--- src/sequential_readahead_prefetcher_unit_macros.svh ---
// Assertion macros for the sequential read-ahead prefetcher.
`ifndef SEQUENTIAL_READAHEAD_PREFETCHER_UNIT_MACROS_SVH
`define SEQUENTIAL_READAHEAD_PREFETCHER_UNIT_MACROS_SVH
`ifndef SYNTH
`define SRP_ASSERT(label, clk, rst_n, prop, msg) \
    label: assert property (@(posedge clk) disable iff (!rst_n) (prop)) else $error(msg);
`define SRP_ASSERT_ALWAYS(label, clk, prop, msg) \
    label: assert property (@(posedge clk) (prop)) else $error(msg);
`else
`define SRP_ASSERT(label, clk, rst_n, prop, msg)
`define SRP_ASSERT_ALWAYS(label, clk, prop, msg)
`endif
`endif

--- src/srp_pkg.sv ---
// Types and constants shared by the sequential read-ahead prefetcher.
package srp_pkg;

    localparam logic [1:0] ACT_OPEN  = 2'd0;
    localparam logic [1:0] ACT_READ  = 2'd1;
    localparam logic [1:0] ACT_CLOSE = 2'd2;

    localparam int         RESULT_LIMIT  = 32;
    localparam int         CNT_W         = 6;
    localparam logic [7:0] RUN_THRESHOLD = 8'd2;
    localparam logic [7:0] RUN_MAX       = 8'd255;

    localparam int QUEUE_DEPTH = 2;
    localparam int QPTR_W      = 1;

    typedef struct packed {
        logic [1:0]  action;
        logic [3:0]  handle_slot;
        logic [47:0] read_offset;
        logic [47:0] new_end;
        logic [32:0] budget_bytes;
    } t_in_req;

    typedef struct packed {
        logic [27:0] prefetch_block;
        logic        last_of_run;
    } t_out_req;

    typedef struct packed {
        logic [27:0]      start_block;
        logic [CNT_W-1:0] count;
    } t_job;

    typedef struct packed {
        logic empty;
        logic full;
    } t_q_status;

    typedef enum logic {
        FR_IDLE,
        FR_LOOKUP
    } t_front_state;

    typedef enum logic {
        BK_IDLE,
        BK_EMIT
    } t_back_state;

endpackage

--- src/srp_front.sv ---
// Front end: slot table lookup, run and window update, prefetch job issue.
module srp_front import srp_pkg::*; #(
    parameter int HANDLE_SLOTS = 16,
    parameter int BLOCK_SHIFT  = 20,
    parameter int MAX_WINDOW   = 32
) (
    input  logic    i_clk,
    input  logic    i_rst_n,
    input  logic    i_accept,
    input  t_in_req i_req,
    output logic    o_idle,
    output logic    o_push,
    output t_job    o_job
);

    localparam int SW = (HANDLE_SLOTS > 1) ? $clog2(HANDLE_SLOTS) : 1;
    localparam int WW = $clog2(MAX_WINDOW + 1);

    t_front_state r_state, n_state;

    logic [47:0]   r_end_mem [HANDLE_SLOTS];
    logic [7:0]    r_run_mem [HANDLE_SLOTS];
    logic [WW-1:0] r_win_mem [HANDLE_SLOTS];
    logic [HANDLE_SLOTS-1:0] r_valid;

    t_in_req       r_cmd;
    logic [SW-1:0] r_idx;
    logic          r_in_range;
    logic [47:0]   r_rd_end;
    logic [7:0]    r_rd_run;
    logic [WW-1:0] r_rd_win;

    logic [8:0]    w_slot_ext;
    logic [SW-1:0] w_idx;
    logic          w_lookup;
    logic          w_hit;
    logic [7:0]    w_run_n;
    logic [WW:0]   w_win_dbl;
    logic [WW-1:0] w_win_n;
    logic          w_is_read;
    logic          w_is_open;
    logic [7:0]    w_win8;
    logic [7:0]    w_lim8;
    logic [32:0]   w_cap;
    logic [32:0]   w_cap1;
    logic [47:0]   w_end_blk;

    assign w_slot_ext = {5'd0, i_req.handle_slot};
    assign w_idx      = w_slot_ext[SW-1:0];

    always_comb begin
        n_state = r_state;
        case (r_state)
            FR_IDLE: begin
                if (i_accept) begin
                    n_state = FR_LOOKUP;
                end
            end
            FR_LOOKUP: n_state = FR_IDLE;
            default:   n_state = FR_IDLE;
        endcase
    end

    always_comb begin
        o_idle   = 1'b0;
        w_lookup = 1'b0;
        case (r_state)
            FR_IDLE:   o_idle   = 1'b1;
            FR_LOOKUP: w_lookup = 1'b1;
            default:   o_idle   = 1'b0;
        endcase
    end

    always_ff @(posedge i_clk) begin
        if (!i_rst_n) begin
            r_state <= FR_IDLE;
        end else begin
            r_state <= n_state;
        end
    end

    always_comb begin
        w_hit     = (r_cmd.read_offset == r_rd_end);
        w_win_dbl = {1'b0, r_rd_win} << 1;
        if (!w_hit) begin
            w_run_n = 8'd0;
            w_win_n = '0;
        end else begin
            w_run_n = (r_rd_run == RUN_MAX) ? r_rd_run : r_rd_run + 8'd1;
            if (r_rd_win == '0) begin
                w_win_n = WW'(1);
            end else if (w_win_dbl > (WW+1)'(MAX_WINDOW)) begin
                w_win_n = WW'(MAX_WINDOW);
            end else begin
                w_win_n = w_win_dbl[WW-1:0];
            end
        end
        w_is_read = w_lookup && r_in_range && (r_cmd.action == ACT_READ) &&
                    (r_cmd.budget_bytes != 33'd0) && r_valid[r_idx];
        w_is_open = w_lookup && r_in_range && (r_cmd.action == ACT_OPEN);
        w_win8    = 8'(w_win_n);
        w_lim8    = (w_win8 > 8'(RESULT_LIMIT)) ? 8'(RESULT_LIMIT) : w_win8;
        w_cap     = r_cmd.budget_bytes >> (BLOCK_SHIFT + 1);
        w_cap1    = (w_cap == 33'd0) ? 33'd1 : w_cap;
        w_end_blk = r_cmd.new_end >> BLOCK_SHIFT;
        o_push    = w_is_read && (w_run_n >= RUN_THRESHOLD) && (w_win_n != '0);
        o_job.start_block = w_end_blk[27:0];
        o_job.count = (w_cap1 < {25'd0, w_lim8}) ? w_cap1[CNT_W-1:0] : w_lim8[CNT_W-1:0];
    end

    always_ff @(posedge i_clk) begin
        if (i_accept) begin
            r_cmd      <= i_req;
            r_idx      <= w_idx;
            r_in_range <= (w_slot_ext < 9'(HANDLE_SLOTS));
            r_rd_end   <= r_end_mem[w_idx];
            r_rd_run   <= r_run_mem[w_idx];
            r_rd_win   <= r_win_mem[w_idx];
        end
        if (w_is_open) begin
            r_end_mem[r_idx] <= 48'd0;
            r_run_mem[r_idx] <= 8'd0;
            r_win_mem[r_idx] <= '0;
        end else if (w_is_read) begin
            r_end_mem[r_idx] <= r_cmd.new_end;
            r_run_mem[r_idx] <= w_run_n;
            r_win_mem[r_idx] <= w_win_n;
        end
    end

    always_ff @(posedge i_clk) begin
        if (!i_rst_n) begin
            r_valid <= '0;
        end else if (w_lookup && r_in_range) begin
            if (r_cmd.action == ACT_OPEN) begin
                r_valid[r_idx] <= 1'b1;
            end else if (r_cmd.action == ACT_CLOSE) begin
                r_valid[r_idx] <= 1'b0;
            end
        end
    end

endmodule

--- src/srp_queue.sv ---
// Short job queue between the front end and the prefetch issue stage.
module srp_queue import srp_pkg::*; (
    input  logic      i_clk,
    input  logic      i_rst_n,
    input  logic      i_push,
    input  t_job      i_job,
    input  logic      i_pop,
    output t_job      o_job,
    output t_q_status o_status
);

    localparam int CW = $clog2(QUEUE_DEPTH + 1);

    t_job              r_slots [QUEUE_DEPTH];
    logic [QPTR_W-1:0] r_wr_ptr;
    logic [QPTR_W-1:0] r_rd_ptr;
    logic [CW-1:0]     r_count;

    assign o_job           = r_slots[r_rd_ptr];
    assign o_status.empty  = (r_count == '0);
    assign o_status.full   = (r_count == CW'(QUEUE_DEPTH));

    always_ff @(posedge i_clk) begin
        if (i_push) begin
            r_slots[r_wr_ptr] <= i_job;
        end
    end

    always_ff @(posedge i_clk) begin
        if (!i_rst_n) begin
            r_wr_ptr <= '0;
            r_rd_ptr <= '0;
            r_count  <= '0;
        end else begin
            if (i_push) begin
                r_wr_ptr <= r_wr_ptr + QPTR_W'(1);
            end
            if (i_pop) begin
                r_rd_ptr <= r_rd_ptr + QPTR_W'(1);
            end
            if (i_push && !i_pop) begin
                r_count <= r_count + CW'(1);
            end else if (i_pop && !i_push) begin
                r_count <= r_count - CW'(1);
            end
        end
    end

endmodule

--- src/srp_back.sv ---
// Back end: issue one prefetch block index per cycle for each queued job.
module srp_back import srp_pkg::*; (
    input  logic      i_clk,
    input  logic      i_rst_n,
    input  t_job      i_job,
    input  t_q_status i_status,
    output logic      o_pop,
    output logic      o_strobe,
    output t_out_req  o_res
);

    t_back_state      r_state, n_state;
    logic [27:0]      r_block;
    logic [CNT_W-1:0] r_left;
    logic             w_last;

    assign w_last = (r_left == CNT_W'(1));

    always_comb begin
        n_state = r_state;
        case (r_state)
            BK_IDLE: begin
                if (!i_status.empty) begin
                    n_state = BK_EMIT;
                end
            end
            BK_EMIT: begin
                if (w_last) begin
                    n_state = BK_IDLE;
                end
            end
            default: n_state = BK_IDLE;
        endcase
    end

    always_comb begin
        o_pop    = 1'b0;
        o_strobe = 1'b0;
        o_res.prefetch_block = r_block;
        o_res.last_of_run    = w_last;
        case (r_state)
            BK_IDLE: o_pop    = !i_status.empty;
            BK_EMIT: o_strobe = 1'b1;
            default: o_pop    = 1'b0;
        endcase
    end

    always_ff @(posedge i_clk) begin
        if (!i_rst_n) begin
            r_state <= BK_IDLE;
        end else begin
            r_state <= n_state;
        end
    end

    always_ff @(posedge i_clk) begin
        if (o_pop) begin
            r_block <= i_job.start_block;
            r_left  <= i_job.count;
        end else if (o_strobe) begin
            r_block <= r_block + 28'd1;
            r_left  <= r_left - CNT_W'(1);
        end
    end

endmodule

--- src/sequential_readahead_prefetcher_unit.sv ---
// Top level of the sequential read-ahead prefetcher.
//
// Requests enter on i_req when start is high and busy is low: open, read
// completed or close for one handle slot. A read that continues a slot's
// run from its second sequential step on yields a burst of prefetch block
// indices on o_res, one per cycle with o_strobe high, the final one of the
// burst marked by last_of_run. The receiver takes every strobe; there is
// no back-pressure on the result side.
// Each request holds busy while the slot table is read and updated in the
// lookup state, so a new request is not taken before the last is through.
// The job is pushed in the same cycle as the slot update; the back end pops
// it from the queue when idle and then emits its burst of 1 to 32 indices,
// returning to idle between bursts. A two-entry job queue decouples the
// table update from the index issue; busy also stays high while that queue
// is full.
// Synchronous reset invalidates all slots and empties the queue; the slot
// contents need no clearing since a slot is only read after an open.
module sequential_readahead_prefetcher_unit import srp_pkg::*; #(
    parameter int HANDLE_SLOTS = 16,
    parameter int BLOCK_SHIFT  = 20,
    parameter int MAX_WINDOW   = 32
) (
    input  logic     i_clk,
    input  logic     i_rst_n,
    input  logic     start,
    input  t_in_req  i_req,
    output logic     busy,
    output logic     o_strobe,
    output t_out_req o_res
);

    `include "sequential_readahead_prefetcher_unit_macros.svh"

    logic      w_accept;
    logic      w_front_idle;
    logic      w_push;
    logic      w_pop;
    t_job      w_job_in;
    t_job      w_job_out;
    t_q_status w_q_status;

    assign busy     = !w_front_idle || w_q_status.full;
    assign w_accept = start && !busy;

    srp_front #(
        .HANDLE_SLOTS(HANDLE_SLOTS),
        .BLOCK_SHIFT (BLOCK_SHIFT),
        .MAX_WINDOW  (MAX_WINDOW)
    ) u_front (
        .i_clk   (i_clk),
        .i_rst_n (i_rst_n),
        .i_accept(w_accept),
        .i_req   (i_req),
        .o_idle  (w_front_idle),
        .o_push  (w_push),
        .o_job   (w_job_in)
    );

    srp_queue u_queue (
        .i_clk   (i_clk),
        .i_rst_n (i_rst_n),
        .i_push  (w_push),
        .i_job   (w_job_in),
        .i_pop   (w_pop),
        .o_job   (w_job_out),
        .o_status(w_q_status)
    );

    srp_back u_back (
        .i_clk   (i_clk),
        .i_rst_n (i_rst_n),
        .i_job   (w_job_out),
        .i_status(w_q_status),
        .o_pop   (w_pop),
        .o_strobe(o_strobe),
        .o_res   (o_res)
    );

    `SRP_ASSERT(a_accept_then_busy, i_clk, i_rst_n, w_accept |=> busy, "busy low after request")
    `SRP_ASSERT(a_no_push_full, i_clk, i_rst_n, !(w_push && w_q_status.full), "push into full queue")
    `SRP_ASSERT(a_gap_after_last, i_clk, i_rst_n, (o_strobe && o_res.last_of_run) |=> !o_strobe, "strobe right after last")
    `SRP_ASSERT(a_pop_not_empty, i_clk, i_rst_n, !(w_pop && w_q_status.empty), "pop from empty queue")

endmodule
--- config.mk ---
export PLATFORM = sky130hd
export DESIGN_NAME = sequential_readahead_prefetcher_unit
export DESIGN_NICKNAME = d
export VERILOG_FILES = /design/src/srp_pkg.sv /design/src/srp_front.sv /design/src/srp_queue.sv /design/src/srp_back.sv /design/src/sequential_readahead_prefetcher_unit.sv
export VERILOG_INCLUDE_DIRS = /design/src /design/src/src
export SDC_FILE = /design/constraint.sdc
export NUM_CORES = 1
export LEC_CHECK = 0
export CORE_ASPECT_RATIO = 0.75
export CORE_MARGIN = 2
export CORE_UTILIZATION = 23
export CTS_CLUSTER_SIZE = 30
export DETAILED_ROUTE_END_ITERATION = 7
export DONT_BUFFER_PORTS = 1
export GPL_TIMING_DRIVEN = 0
export PLACE_DENSITY = 0.39
export SLEW_MARGIN = 20
export SYNTH_ARGS = -nofsm -noshare
export SYNTH_HDL_FRONTEND = slang
export SYNTH_HIERARCHICAL = 1
export SYNTH_SLANG_ARGS = --single-unit
--- constraint.sdc ---
create_clock -name i_clk -period 7.6 [get_ports i_clk]
set_input_delay 0.76 -clock i_clk [delete_from_list [all_inputs] [get_ports i_clk]]
set_output_delay 0.76 -clock i_clk [all_outputs]
set_load 0.05 [all_outputs]
### Word level (Yosys, flattened, before mapping)

Memories as Yosys holds them, arrays and structs flattened. A register that Yosys moved wholly into a read port is not among the register bits.
Index checks and enable logic that the tools add are counted.

* add/subtract/negate cells: 7
* magnitude comparators: 7
* eq/ne operators: 6
* muxes and demuxes: 40
* bitwise operators: 8
* reductions and logical operators: 26

Operators by type and width (count)
* $mux 28: 2
* $eq 48x48->1: 1
* $mux 48: 1
* $mux 6: 8
* $logic_not 33->1: 1
* $lt 33x8->1: 1
* $reduce_bool 33->1: 1
* $mux 16: 2
* $add 28x1->28 const B: 1
* $mux 8: 3
* $mux 1: 17
* $and 16x16->16: 1
* $not 16->16: 1
* $or 16x16->16: 1
* $mux 12: 1
* $logic_and 1x1->1: 11
* $lt 4x5->1 const B: 2
* $add 8x1->8 const B: 1
* $eq 8x8->1 const B: 1
* $ge 8x2->1 const B: 1
* $gt 7x6->1 const B: 1
* $eq 6x1->1 const B: 1
* $gt 6x6->1 const B: 1
* $logic_not 6->1: 1
* 19 further kinds: 32

* flip-flop bits (word level): 192
* memory bits (writable): 1060
* bits of input ports: 138
* output and inout bits: 31
* word-level logic and storage cells: 112
* memories kept: 4

Memories
* u_front.r_end_mem: depth 16, width 48, read ports 1, clocked after Yosys merged registers in 1, write ports 1, line srp_front.sv:21 `logic [47:0] r_end_mem [HANDLE_SLOTS];`
* u_front.r_run_mem: depth 16, width 8, read ports 1, clocked after Yosys merged registers in 1, write ports 1, line srp_front.sv:22 `logic [7:0] r_run_mem [HANDLE_SLOTS];`
* u_front.r_win_mem: depth 16, width 6, read ports 1, clocked after Yosys merged registers in 1, write ports 1, line srp_front.sv:23 `logic [WW-1:0] r_win_mem [HANDLE_SLOTS];`
* u_queue.r_slots: depth 2, width 34, read ports 1, clocked after Yosys merged registers in 1, write ports 1, line srp_queue.sv:14 `t_job r_slots [QUEUE_DEPTH];`

### Depth between registers and ports, before layout

Gate-level depths: netlist (run 1).

* depth in word-level cells: 11
* mapped depth: 13
* gate-level depth less buffers: 12

### Modules after synthesis

The synthesis (run 1) kept the hierarchy.

Modules (own cells, without submodules)
* srp_front: times used 1, cells each 1940, area an instance 45757.6 um2, seq. area each 36044.6 um2
* srp_queue: times used 1, cells each 128, area an instance 2671.3 um2, seq. area each 2142.1 um2
* srp_back: times used 1, cells each 223, area an instance 2108.3 um2, seq. area each 1041.0 um2
* sequential_readahead_prefetcher_unit: times used 1, cells each 2, area an instance 15.0 um2, seq. area each 0.0 um2

### Worst setup path after synthesis (run 1)

No wires, ideal clock.

* kind: in2reg
* start: input port start
* end: register u_front.r_cmd (netlist bit u_front/o_job[10]), enable pin
* setup time: 584 ps
* arrival: 5325 ps
* data required time: 7016 ps
* slack: 1691 ps
* stages on the path: 1
* path buffers: 0
* cells stage by stage: and3b_1

* longest elaborated chain between the ends: 1

Ends and longest elaborated chain
* start, declared: line sequential_readahead_prefetcher_unit.sv:25 `input logic start,`
* $logic_and 1x1->1: line sequential_readahead_prefetcher_unit.sv:43 `assign w_accept = start && !busy;`
* end signal, assigned: line srp_front.sv:113 `r_cmd <= i_req;`
* end, declared: line srp_front.sv:26 `t_in_req r_cmd;`

No other way between the ends.
A chain may end at the register's enable or synchronous reset.

==> results of run 1 <==
worst reg2reg max path: stages, from the launching register on:
cell      delay [ps]
edfxtp_1         490
xor2_1           260
nor4_1           630
nand4_1          700
nor3_4           590
nand4b_1         450
ha_1             440
and3_1           190
and3_1           240
o41ai_1          190
and3b_1          280
buf_4            160
mux2_2           370
kinds of logic after synthesis:
logic type | count (synthesis) | synth area share
DFF | 1314 | 0.7760
xor gates and xnor gates | 73 | 0.01265
adders and majority gates | 10 | 0.002475
muxes | 355 | 0.1490
AOI/OAI and AO/OA | 86 | 0.01235
buffers and inverters | 150 | 0.01500
and+or+nand+nor | 305 | 0.03257
cells in the mapped netlist (9+ instances only):
cell / count / area share
nor2b_1: 9 / 0.0011
clkbuf_1: 66 / 0.0049
and3_1: 11 / 0.0014
nor2_1: 67 / 0.0050
nand4_1: 17 / 0.0021
mux2_2: 36 / 0.0080
buf_2: 27 / 0.0027
nor4_1: 19 / 0.0024
xor2_1: 62 / 0.011
xnor2_1: 11 / 0.0019
a21oi_1: 11 / 0.0011
dfxtp_1: 23 / 0.0091
nand3_1: 15 / 0.0015
and2_1: 57 / 0.0071
buf_4: 33 / 0.0049
o21ai_0: 24 / 0.0024
mux4_2: 313 / 0.14
a31oi_1: 11 / 0.0014
inv_1: 12 / 0.00089
nand2_1: 60 / 0.0045
o211a_1: 16 / 0.0032
edfxtp_1: 1291 / 0.77
ha_1: 10 / 0.0025
how the worst max path moves through the flow:
stage / startpoint / to / slack (ps) / depth (start not counted)
floorplan: start / u_front/o_job[10] / 1690 / 1
global placement: u_front/r_idx[0] / u_front/r_end_mem[11][19] / -3150 / 8
detailed placement: u_front/r_rd_end[47] / u_queue/r_slots[0][5] / 2240 / 12
CTS: u_front/r_rd_end[47] / u_queue/r_slots[1][5] / 2210 / 12
global route: u_front/r_cmd[124] / u_queue/r_slots[1][5] / 2230 / 12
finish: u_front/r_cmd[105] / u_queue/r_slots[0][5] / 2360 / 12
state kept, by name, indices dropped and copies added, names as in the netlist, named ones only:
signal / flops
u_queue/r_count: 2
u_queue/r_rd_ptr: 1
u_back/r_state: 1
u_queue/r_slots: 68
u_front/r_rd_end: 48
u_back/r_left: 6
u_front/r_run_mem: 128
u_front/r_rd_win: 6
u_back/r_block: 28
u_front/r_end_mem: 768
u_front/o_job: 28
u_front/r_idx: 4
u_front/r_state: 1
u_front/r_win_mem: 96
u_queue/r_wr_ptr: 1
u_front/r_rd_run: 8
u_front/r_cmd: 103
power groups by stage:
| stage | clock (W) | sequential, W | combinational, W |
|---|---|---|---|
| floorplan | 0 | 0.00900 | 0.000864 |
| global placement | 0 | 0.00924 | 0.00131 |
| detailed placement | 0 | 0.00912 | 0.00145 |
| CTS | 0.00737 | 0.00898 | 0.00148 |
| global route | 0.00764 | 0.00900 | 0.00158 |
| finish | 0.00713 | 0.00896 | 0.00144 |
placed cells by master, fill, tap and decap left out, types with 17 or more instances in the layout:
master | netlist | final
buf_2 | 27 | 31
nor4_1 | 19 | 17
clkinv_2 | 0 | 19
edfxtp_1 | 1291 | 1291
and2_1 | 57 | 56
buf_16 | 0 | 53
mux4_2 | 313 | 313
xor2_1 | 62 | 61
nor2_1 | 67 | 51
nand2_1 | 60 | 60
clkbuf_16 | 0 | 151
dfxtp_1 | 23 | 23
dlygate4sd3_1 | 0 | 52
nand4_1 | 17 | 17
clkinv_1 | 0 | 26
buf_12 | 0 | 35
buf_4 | 33 | 35
mux2_2 | 36 | 36
clkbuf_1 | 66 | 97
o21ai_0 | 24 | 24
metal layers:
metal / track usage / routed length (um)
met1: 0.1640 / 62590
met2: 0.2259 / 74600
met4: 0.03357 / 3193
met3: 0.02519 / 6268
met5: 0 / 57
final cells by class:
class | count | area share
well taps | 2944 | 0.05946
plain buffers | 138 | 0.01169
clock buffers | 188 | 0.06340
multi-input cells | 829 | 0.1733
flip-flops and latches | 1314 | 0.6332
repair buffers | 142 | 0.04350
diodes | 1 | 0.00004039
clock inverters | 80 | 0.01464
inverters | 12 | 0.0007271
per-stage QoR:
| step | instances | power [W] | hold slack [ps] |
|---|---|---|---|
| after floorplan | 2293 | 0.009859 | 463.7 |
| after global placement | 5237 | 0.01056 | 473.2 |
| after detailed placement | 5327 | 0.01057 | 487.1 |
| after CTS | 5647 | 0.01782 | 0.4500 |
| after global routing | 5647 | 0.01822 | 9.091 |
| final | 5648 | 0.01753 | 73.57 |
repair_timing:
action / in CTS / in global routing
hold buffers: 52 / 0
hold endpoints to repair: 52 / 0
setup endpoints to repair: 0 / 0
buffers inserted: 0 / 0
==> results.py, run 1 <==
metrics = {
    "cts": {
        "cts_resized": 0,
        "clkTransAtPathRegs_ps": 60,
        "insertion_delay_ps": 790,
        "cts.sinks": 1314,
        "clock_path_buffers": 3,
        "cts_buffers": 150,
        "cts_tree": "done",
        "clock-root-buffer": "clkbuf_16",
        "htreeDepth": 4,
    },
    "final_layout": {
        "fillers": 21490,
        "area_growth_pct": 22.55,
        "multi_input_area_mm2": 0.01074,
        "utilization": 0.2826,
        "nets": 2735,
        "fin_area_mm2": 0.06195,
        "regArea_mm2": 0.03923,
        "drive_gt1_frac": 0.2838,
    },
    "sta": {
        "drv_slew": 0,
        "max_freq_mhz": 190.8,
        "fin_tns_setup_ps": 0,
        "finalClockSkew_ps": 30.07,
        "post-route-period-util": 0.6898,
        "rsz0062_at_grt": "no",
        "fin_ws_ps": 2358,
        "slew_headroom": 0.2471,
        "period_minus_slack_ps": 5242,
        "worst_pin_slew_ps": 1125,
        "setup_viol": 0,
        "finalHoldViolCount": 0,
    },
    "power": {
        "swShare": 0.2557,
        "p_clk_frac": 0.406,
        "p_switching_w": 0.004482,
        "leakage_nw": 21.07,
        "cell_internal_pwr_w": 0.01305,
        "power_density_mw_per_mm2": 283.0,
        "peakVddDrop_uv": 189.8,
        "p_seq_frac": 0.511,
        "comb_power_share": 0.082,
    },
    "floorplanning": {
        "io_pins": 169,
        "core_mm2": 0.2192,
        "die_h_um": 410.0,
        "start_util": 0.2306,
        "num_rows": 149,
        "dieArea_mm2": 0.2236,
        "die_w_um": 545.3,
    },
    "routing": {
        "vias": 24094,
        "avgViaCountPerCell": 4.266,
        "wirelength_um": 146700,
        "drtIter0Drc": 1880,
        "wl_per_cell_um": 25.98,
        "ant_nets": 0,
        "drc_errors": 0,
        "first_pass_iters": 7,
    },
    "hold_path": {
        "holdCritStartpoint": "i_req[133]",
        "hold_class": "input port to register",
        "hold_path_depth": 0,
        "hold_end": "u_front/r_cmd[133]",
    },
    "synthesis": {
        "synth_fp_nets": 2441,
        "syn_inst": 2293,
        "synth_seq_cells": 1314,
        "yosysUniqueCellTypes": 57,
        "async_flop_share": 0,
        "dominantRegCellSynth": "edfxtp_1",
        "synth_edf_count": 1291,
        "yosysSeqAreaShare": 0.7760,
        "avgSynthCellArea_um2": 22.05,
        "yosys_warnings": 6,
        "netlist_area_mm2": 0.05055,
    },
    "global_routing": {
        "grt_max_degree": 44,
        "grtUsageTotal": 0.1295,
        "antenna_found_initial": 7,
        "grt_pass1_vias": 25787,
        "gr-total-overflow": 0,
        "grt_pass1_wl_um": 202700,
    },
    "placed_design": {
        "place_ws_ps": 2241,
        "routabilityCongestion": 0.7361,
        "dpl.hpwl_um": 101700,
        "placed_cell_area_mm2": 0.05658,
        "io_buffers": 0,
    },
    "critical_path": {
        "critical_path_buf_inv_count": 1,
        "worstRegToRegCells": 12,
        "worstPathArrival_ps": 5770,
        "crit_family": "simple AND/OR/NAND/NOR gates",
        "critPathMaxStageDelay_ps": 700,
        "worstSetupPathType": "register to register",
        "crit_path_end_kind": "register",
        "cpMaxStageDelayCell": "nand4_1",
        "reg2reg_slack_ps": 2360,
        "critPathMaxFanout": 6,
        "reg2reg_to": "u_queue/r_slots[0][5]",
        "cp-start-kind": "register",
        "crit_chain": "xor2_1 -> nor4_1 -> nand4_1 -> nor3_4 -> nand4b_1 -> ha_1 -> and3_1 -> and3_1 -> o41ai_1 -> and3b_1 -> buf_4 -> mux2_2",
        "crit_top_cell": "and3_1",
        "required_ps": 8120,
        "worstReg2RegStart": "u_front/r_cmd[105]",
    },
    "run": {
        "cap_violations": 0,
    },
    "outcome": {
        "status": "completed",
    },
}
Note: power is estimated with default switching activity, not from simulation.
==> run 2, diff against run 1 <==
- PLACE_DENSITY: 0.39 -> 0.4
- clock period: 7.6 -> 4.4 ns (I/O delays scaled with it)
==> run 2 against run 1 <==
  * Wire length is 1.7% lower
  * Clock skew grew 12 ps
  * Sequential power up 73%
  * Die area stayed put
  * Setup slack worse by 2200 ps
  * Power up 70%
  * Design area rose by 0.86%
  * Via count up 1.3%
  * Sequential share of layout area shrank 0.54 points
  * Combinational power rose by 75%
  * Core utilization is 0.24 points higher
  * Clock power is 67% higher
  * Critical path type unchanged
  * Critical endpoint is now u_queue/r_slots[0][3]
  * Largest cell class unchanged
==> results.py, run 2 (same netlist as run 1, synthesis figures left out) <==
metrics = {
    "routing": {
        "first_pass_iters": 5,
        "vias": 24413,
        "drc_errors": 0,
        "wirelength_um": 144200,
        "wl_per_cell_um": 25.15,
        "ant_nets": 0,
        "avgViaCountPerCell": 4.256,
        "drtIter0Drc": 2161,
    },
    "critical_path": {
        "worstRegToRegCells": 16,
        "reg2reg_slack_ps": 180,
        "required_ps": 4930,
        "path_depth": 16,
        "worstReg2RegStart": "u_front/r_rd_end[6]",
        "crit_family": "simple AND/OR/NAND/NOR gates",
        "critPathMaxFanout": 6,
        "worstSetupPathType": "register to register",
        "crit_top_cell": "buf_4",
        "critPathMaxStageDelay_ps": 450,
        "worstPathArrival_ps": 4750,
        "cp-start-kind": "register",
        "reg2reg_to": "u_queue/r_slots[0][3]",
        "critical_path_buf_inv_count": 6,
        "cpMaxStageDelayCell": "edfxtp_1",
        "crit_path_end_kind": "register",
        "crit_chain": "xor2_4 -> nor4_4 -> buf_6 -> nand4_1 -> buf_4 -> buf_4 -> nor4_4 -> buf_4 -> inv_1 -> ha_1 -> and3_1 -> and3_2 -> o41ai_2 -> and3b_1 -> buf_4 -> mux2_2",
    },
    "final_layout": {
        "layout_common_cells": "edfxtp_1, mux4_2, clkbuf_16",
        "top_register": "u_front/r_end_mem",
        "multi_input_area_mm2": 0.01079,
        "nets": 2822,
        "regArea_mm2": 0.03923,
        "final_common_cell": "edfxtp_1",
        "top_regs": "u_front/r_end_mem: 768 flops, u_front/r_run_mem: 128 flops, u_front/r_cmd: 103 flops",
        "utilization": 0.2850,
        "area_growth_pct": 23.60,
        "fillers": 21514,
        "largest_reg_flops": 768,
        "drive_gt1_frac": 0.2771,
    },
    "cts": {
        "htreeDepth": 4,
        "cts_buffers": 149,
        "clock-root-buffer": "clkbuf_16",
        "clkTransAtPathRegs_ps": 60,
        "cts.sinks": 1314,
        "insertion_delay_ps": 780,
        "cts_tree": "done",
        "clock_path_buffers": 3,
    },
    "placed_design": {
        "io_buffers": 0,
        "routabilityCongestion": 0.7392,
        "dpl.hpwl_um": 97230,
    },
    "floorplanning": {
        "core_mm2": 0.2192,
        "num_rows": 149,
        "start_util": 0.2306,
        "die_h_um": 410.0,
        "io_pins": 169,
        "die_w_um": 545.3,
        "dieArea_mm2": 0.2236,
    },
    "global_routing": {
        "antenna_found_initial": 6,
        "gr-total-overflow": 0,
        "grt_pass1_wl_um": 200100,
        "grt_pass1_vias": 25840,
        "grt_max_degree": 49,
        "grtUsageTotal": 0.1273,
    },
    "sta": {
        "worst_pin_slew_ps": 1128,
        "max_freq_mhz": 236.9,
        "finalHoldViolCount": 0,
        "finalClockSkew_ps": 41.62,
        "post-route-period-util": 0.9594,
        "slew_headroom": 0.2482,
        "holdWs_ps": 244.2,
        "setup_viol": 0,
        "drv_slew": 0,
        "period_minus_slack_ps": 4221,
    },
    "hold_path": {
        "hold_path_depth": 1,
        "hold_class": "input port to register",
        "holdCritStartpoint": "start",
        "hold_end": "u_front/o_job[33]",
    },
    "power": {
        "peakVddDrop_uv": 438.3,
        "power_density_mw_per_mm2": 478.3,
        "leakage_nw": 21.28,
        "p_total_w": 0.02989,
    },
    "run": {
        "cap_violations": 0,
    },
    "outcome": {
        "status": "completed",
    },
}
run 2: changes by cell type in the layout (fill, tap and decap cells not counted), sizes merged:
cell         delta
clkbuf          -9
clkinvlp        +2
dlygate4sd3    +84
buf             +4
diode           +1
inv             -4
bufinv          -6
clkinv         +16
run 2: layout make-up:
cell class / instances / area share
Timing Repair Buffer: 230 / 0.05317
Inverter: 12 / 0.0007209
Clock buffer: 179 / 0.06248
Multi-Input combinational cell: 829 / 0.1727
Sequential cell: 1314 / 0.6278
Buffer: 138 / 0.01157
Tap cell: 2944 / 0.05895
Clock inverter: 88 / 0.01250
Antenna cell: 2 / 0.00008010
run 2: worst max-delay path by stage:
stage	endpoint	from	slack [ps]
4_1_cts	u_queue/r_slots[1][3]	u_front/r_cmd[87]	10
2_1_floorplan	u_front/r_end_mem[11][0]	u_front/r_idx[0]	-490
3_5_place_dp	u_queue/r_slots[1][3]	u_front/r_cmd[87]	-990
5_1_grt	u_queue/r_slots[0][3]	u_front/r_rd_end[6]	-3
3_3_place_gp	u_front/r_end_mem[7][13]	u_front/r_idx[0]	-6260
6_report	u_queue/r_slots[0][3]	u_front/r_rd_end[6]	180
run 2: worst register-to-register path, delay by kind of cell, from the launching register on:
family	cells	cell delay (ps)
and+or+nand+nor	6	1470
buffers and inverters	6	970
AOI/OAI and AO/OA	1	140
DFF	1	450
xor gates and xnor gates	1	280
adders and majority gates	1	300
muxes	1	360
run 2: power by group:
| group | switching [W] | internal [W] | total (W) |
|---|---|---|---|
| Clock | 0.00505 | 0.00683 | 0.0119 |
| Combinational | 0.00157 | 0.000952 | 0.00252 |
| Sequential | 0.00105 | 0.0144 | 0.0155 |
run 2: per-stage QoR:
stage | setup TNS [ps] | cell area [um^2] | instances | worst slack, ps
after floorplan | -262950 | 50570 | 2293 | -493.5
after global placement | -5457390 | 54250 | 5237 | -6264
after detailed placement | -15820 | 56290 | 5319 | -994.9
after CTS | 0 | 62450 | 5733 | 9.876
after global routing | -2.524 | 62480 | 5734 | -2.524
final | 0 | 62480 | 5736 | 178.8
run 2: timing repair:
| item | CTS | global route |
|---|---|---|
| hold buffers | 136 | 0 |
| setup endpoints to repair | 99 | 8 |
| gates resized for setup | 6 | 2 |
| pin swaps | 5 | 2 |
| buffers inserted | 11 | 1 |
| endpoints found under the hold margin | 147 | 0 |
| gates cloned | 0 | 0 |
run 2: metal layers:
layer	GRT usage	share of wire
met5	0	0.00022
met4	0.03482	0.024
met3	0.02311	0.044
met2	0.2225	0.51
met1	0.1610	0.42
